==> src/sv/pcfs_ram.sv <==
// Generic single-write, single-read synchronous RAM with registered read data.
// No dependencies.
module pcfs_ram #(
  parameter int WIDTH = 32,
  parameter int DEPTH = 64,
  parameter int AW    = (DEPTH > 1) ? $clog2(DEPTH) : 1
) (
  input  logic             clk,
  input  logic             we,
  input  logic [AW-1:0]    waddr,
  input  logic [WIDTH-1:0] wdata,
  input  logic             re,
  input  logic [AW-1:0]    raddr,
  output logic [WIDTH-1:0] rdata
);

  logic [WIDTH-1:0] mem [DEPTH];

  always_ff @(posedge clk) begin
    if (we) begin
      mem[waddr] <= wdata;
    end
    if (re) begin
      rdata <= mem[raddr];
    end
  end

endmodule

==> config.mk <==
export PLATFORM = sky130hd
export DESIGN_NAME = pcfs_ram
export DESIGN_NICKNAME = d
export VERILOG_FILES = /design/src/sv/pcfs_ram.sv
export SDC_FILE = /design/constraint.sdc
export NUM_CORES = 2
export LEC_CHECK = 0
export ABC_AREA = 1
export BUFFER_PORTS_ARGS = -buffer_cell sky130_fd_sc_hd__clkbuf_2
export CELL_PAD_IN_SITES_DETAIL_PLACEMENT = 1
export CELL_PAD_IN_SITES_GLOBAL_PLACEMENT = 1
export CORE_ASPECT_RATIO = 1.25
export CORE_UTILIZATION = 47
export CTS_CLUSTER_SIZE = 16
export DETAILED_ROUTE_END_ITERATION = 10
export MAX_ROUTING_LAYER = met4
export PLACE_DENSITY = 0.73
export SYNTH_ARGS = -nofsm -noshare
export SYNTH_HDL_FRONTEND = slang
export SYNTH_SLANG_ARGS = --single-unit
==> constraint.sdc <==
create_clock -name clk -period 4.9 [get_ports clk]
set_input_delay 0.98 -clock clk [delete_from_list [all_inputs] [get_ports clk]]
set_output_delay 0.98 -clock clk [all_outputs]
set_load 0.02 [all_outputs]
==> run metrics <==
status complete, no violations; CP endpoint rdata[19]$_DFFE_PP_; PD cells 394 nW/µm²; syn_area_per_cell 12.3 µm²; R2R setup slack roughly 2800 ps; global route overflow 0; vias in the first global route 59,621; Mapped Cells 6,769; Die Y-Extent approximately 470 µm; worst reg2reg path startpoint mem[21][14]$_DFFE_PP_; post-synthesis sequential area ratio 75.2%; Fmax achieved 0.298 GHz; library cells used by synthesis 15; cts hold-fix bufs 0; Seq. cell area approximately 62,000 µm²; Async SR Flop Fraction 0%; Syn Nets 6,816; total die area 178,000 µm²; post-cts resize count 0; Clock Skew 29.3 ps; Worst EP required about 5600 ps; first-pass iteration count of the detailed router 6; initial antenna violation count 11; Sink Count 2,080; Rows 172; GP Congestion 0.857; final setup vio count 0; final worst path period need approximately 3400 ps; most frequent cell after synthesis nand2_1; Max FO, Critical Path 129; largest net degree at the start of global routing 151; Critical Path Start Type input pin; prevailing post-synth register cell edfxtp_1; r2r endpoint rdata[14]$_DFFE_PP_; Seq cells post-synth around 2,100; Detailed Place HPWL between 150 and 200 mm; Multi-input gate area 18,800 µm²; Yosys top cell by area edfxtp_1; largest cells by area after synthesis edfxtp_1, nand3_1, nand2_1; post-CTS setup buffers 0; Core Util, Final 52.7%; Root Driver clkbuf_16; DR vias/cell 6.17; Final period util 68.5%; number of synthesized flops with an enable pin 2,080; RSZ-0062 raised after global routing no; final max-slew violation count 0; final wirelength roughly 280 mm; VDD IR max 0.405 mV; fillers 17,798; Port Buf Inserts 78; Leakage roughly 32 nW; DP Area 86,800 µm²; final setup TNS 0 ps; CP arrival roughly 4100 ps; CTS tree yes; initial core utilization 47.3%; worst skew pair latency 850 ps; DR iter-0 viols 6,837; Final Hold Viols 0; Synth top area share between 70% and 80%; total CTS buffers 195; layout cell share with drive strength beyond 1 8.58%; DRC Markers 0; reg2reg path depth 8; drt wl/cell 29.9 µm; Max Cap Violations 0; IO Pins around 80; synth cell count leaders nand2_1, edfxtp_1, nand3_1; H-tree levels 4; Clock Path Buffers 3; HP Class in2reg; via count 57,503; CP endpoint kind register; area delta synth->final 11.4%; Design Area, Final 92,600 µm²; Total GRT Usage 32.1%; chip width 378 µm; WS Path Type in2reg; Layout Nets a little under 7,000; synthesized area 83,100 µm²; ANT nets after route 0; first-pass GRT wire length 402 mm; relative slew slack between 10% and 20%; core area 176,000 µm²; Syn. warnings 0; worst slew pin tran 1320 ps; start point of the critical path raddr[0]; clk slew on worst S/H paths 60 ps
==> worst min path at each step <==
stage                                      from  cells past startpoint  slack (ps)                    end
final                                 wdata[21]                      1         480  mem[38][21]$_DFFE_PP_
after CTS                             wdata[28]                      1         450  mem[59][28]$_DFFE_PP_
after floorplan            mem[14][0]$_DFFE_PP_                      8         800     rdata[0]$_DFFE_PP_
after global placement    mem[58][31]$_DFFE_PP_                      8         880    rdata[31]$_DFFE_PP_
after global routing                  wdata[21]                      1         490  mem[46][21]$_DFFE_PP_
after detailed placement  mem[59][31]$_DFFE_PP_                      8         900    rdata[31]$_DFFE_PP_
==> power by group <==
part           leakage, nW  internal [mW]  switching, mW
Clock                 2.79           7.67           6.49
Sequential            18.7           19.7         0.0853
Combinational         10.8          0.557           1.93
Total                 32.3           28.0           8.51
==> cells by family after synthesis <==
kind of cell,count (synthesis),synth area share (%)
buffers and inverters,461,2.77
flip-flops,2080,75.2
AND/OR/NAND/NOR,4228,22.0
==> cell type report <==
| type | count | share of cell area [%] |
|---|---|---|
| flip-flops and latches | 2080 | 67.5 |
| multi-input cells | 4228 | 20.3 |
| clock buffers | 262 | 5.64 |
| well taps | 2349 | 3.18 |
| repair buffers | 297 | 2.75 |
| clock inverters | 83 | 0.546 |
| inverters | 12 | 0.0879 |
| diodes | 13 | 0.0351 |
==> registers in the layout (all words and copies together) (netlist names) <==
| signal | count |
|---|---|
| mem | 2048 |
| rdata | 32 |
==> cells in the final DEF, fill, tap and decap left out <==
cell / synthesis / layout
clkbuf_1: 77 / 63
nand2_1: 2248 / 2248
inv_2: 2 / 2
buf_12: 0 / 38
inv_16: 0 / 2
bufinv_16: 0 / 5
diode_2: 0 / 13
clkbuf_2: 0 / 72
nor2_4: 0 / 56
buf_2: 282 / 1
nor4_2: 0 / 8
nand3_1: 1907 / 1907
buf_6: 3 / 1
clkinv_2: 0 / 21
buf_8: 2 / 3
edfxtp_1: 2080 / 2080
clkinv_1: 0 / 52
nand4_1: 9 / 9
inv_1: 9 / 6
inv_8: 0 / 2
inv_6: 0 / 5
clkbuf_16: 0 / 199
buf_4: 45 / 182
==> layer usage <==
layer	vias up	routed length, µm	global-route usage [%]
met5	-	0	-
met4	0	12700	13.6
met2	2872	135000	51.4
met3	637	23200	4.98
met1	29747	108000	40.8
li1	24247	-	-
==> through the flow <==
step / hold slack, ps / power [mW] / setup WS, ps / std cells
4_1_cts: 451 / 36.6 / 1730 / 9311
6_report: 477 / 36.5 / 1540 / 9324
5_1_grt: 493 / 37.3 / 1560 / 9318
3_3_place_gp: 881 / 22.5 / 897 / 8966
2_1_floorplan: 797 / 21.4 / -210 / 6769
3_5_place_dp: 898 / 22.6 / 854 / 8966
==> worst max-delay path, cell delays in order <==
cell     delay, ps
buf_8          210
inv_16         520
buf_12         410
buf_4          300
nand2_1         70
nand3_1         90
nand3_1        130
nand3_1        130
nand3_1        280
nand2_1        240
nand2_1        330
nand2_1        180
No activity file was read; power rests on OpenSTA's default activity.
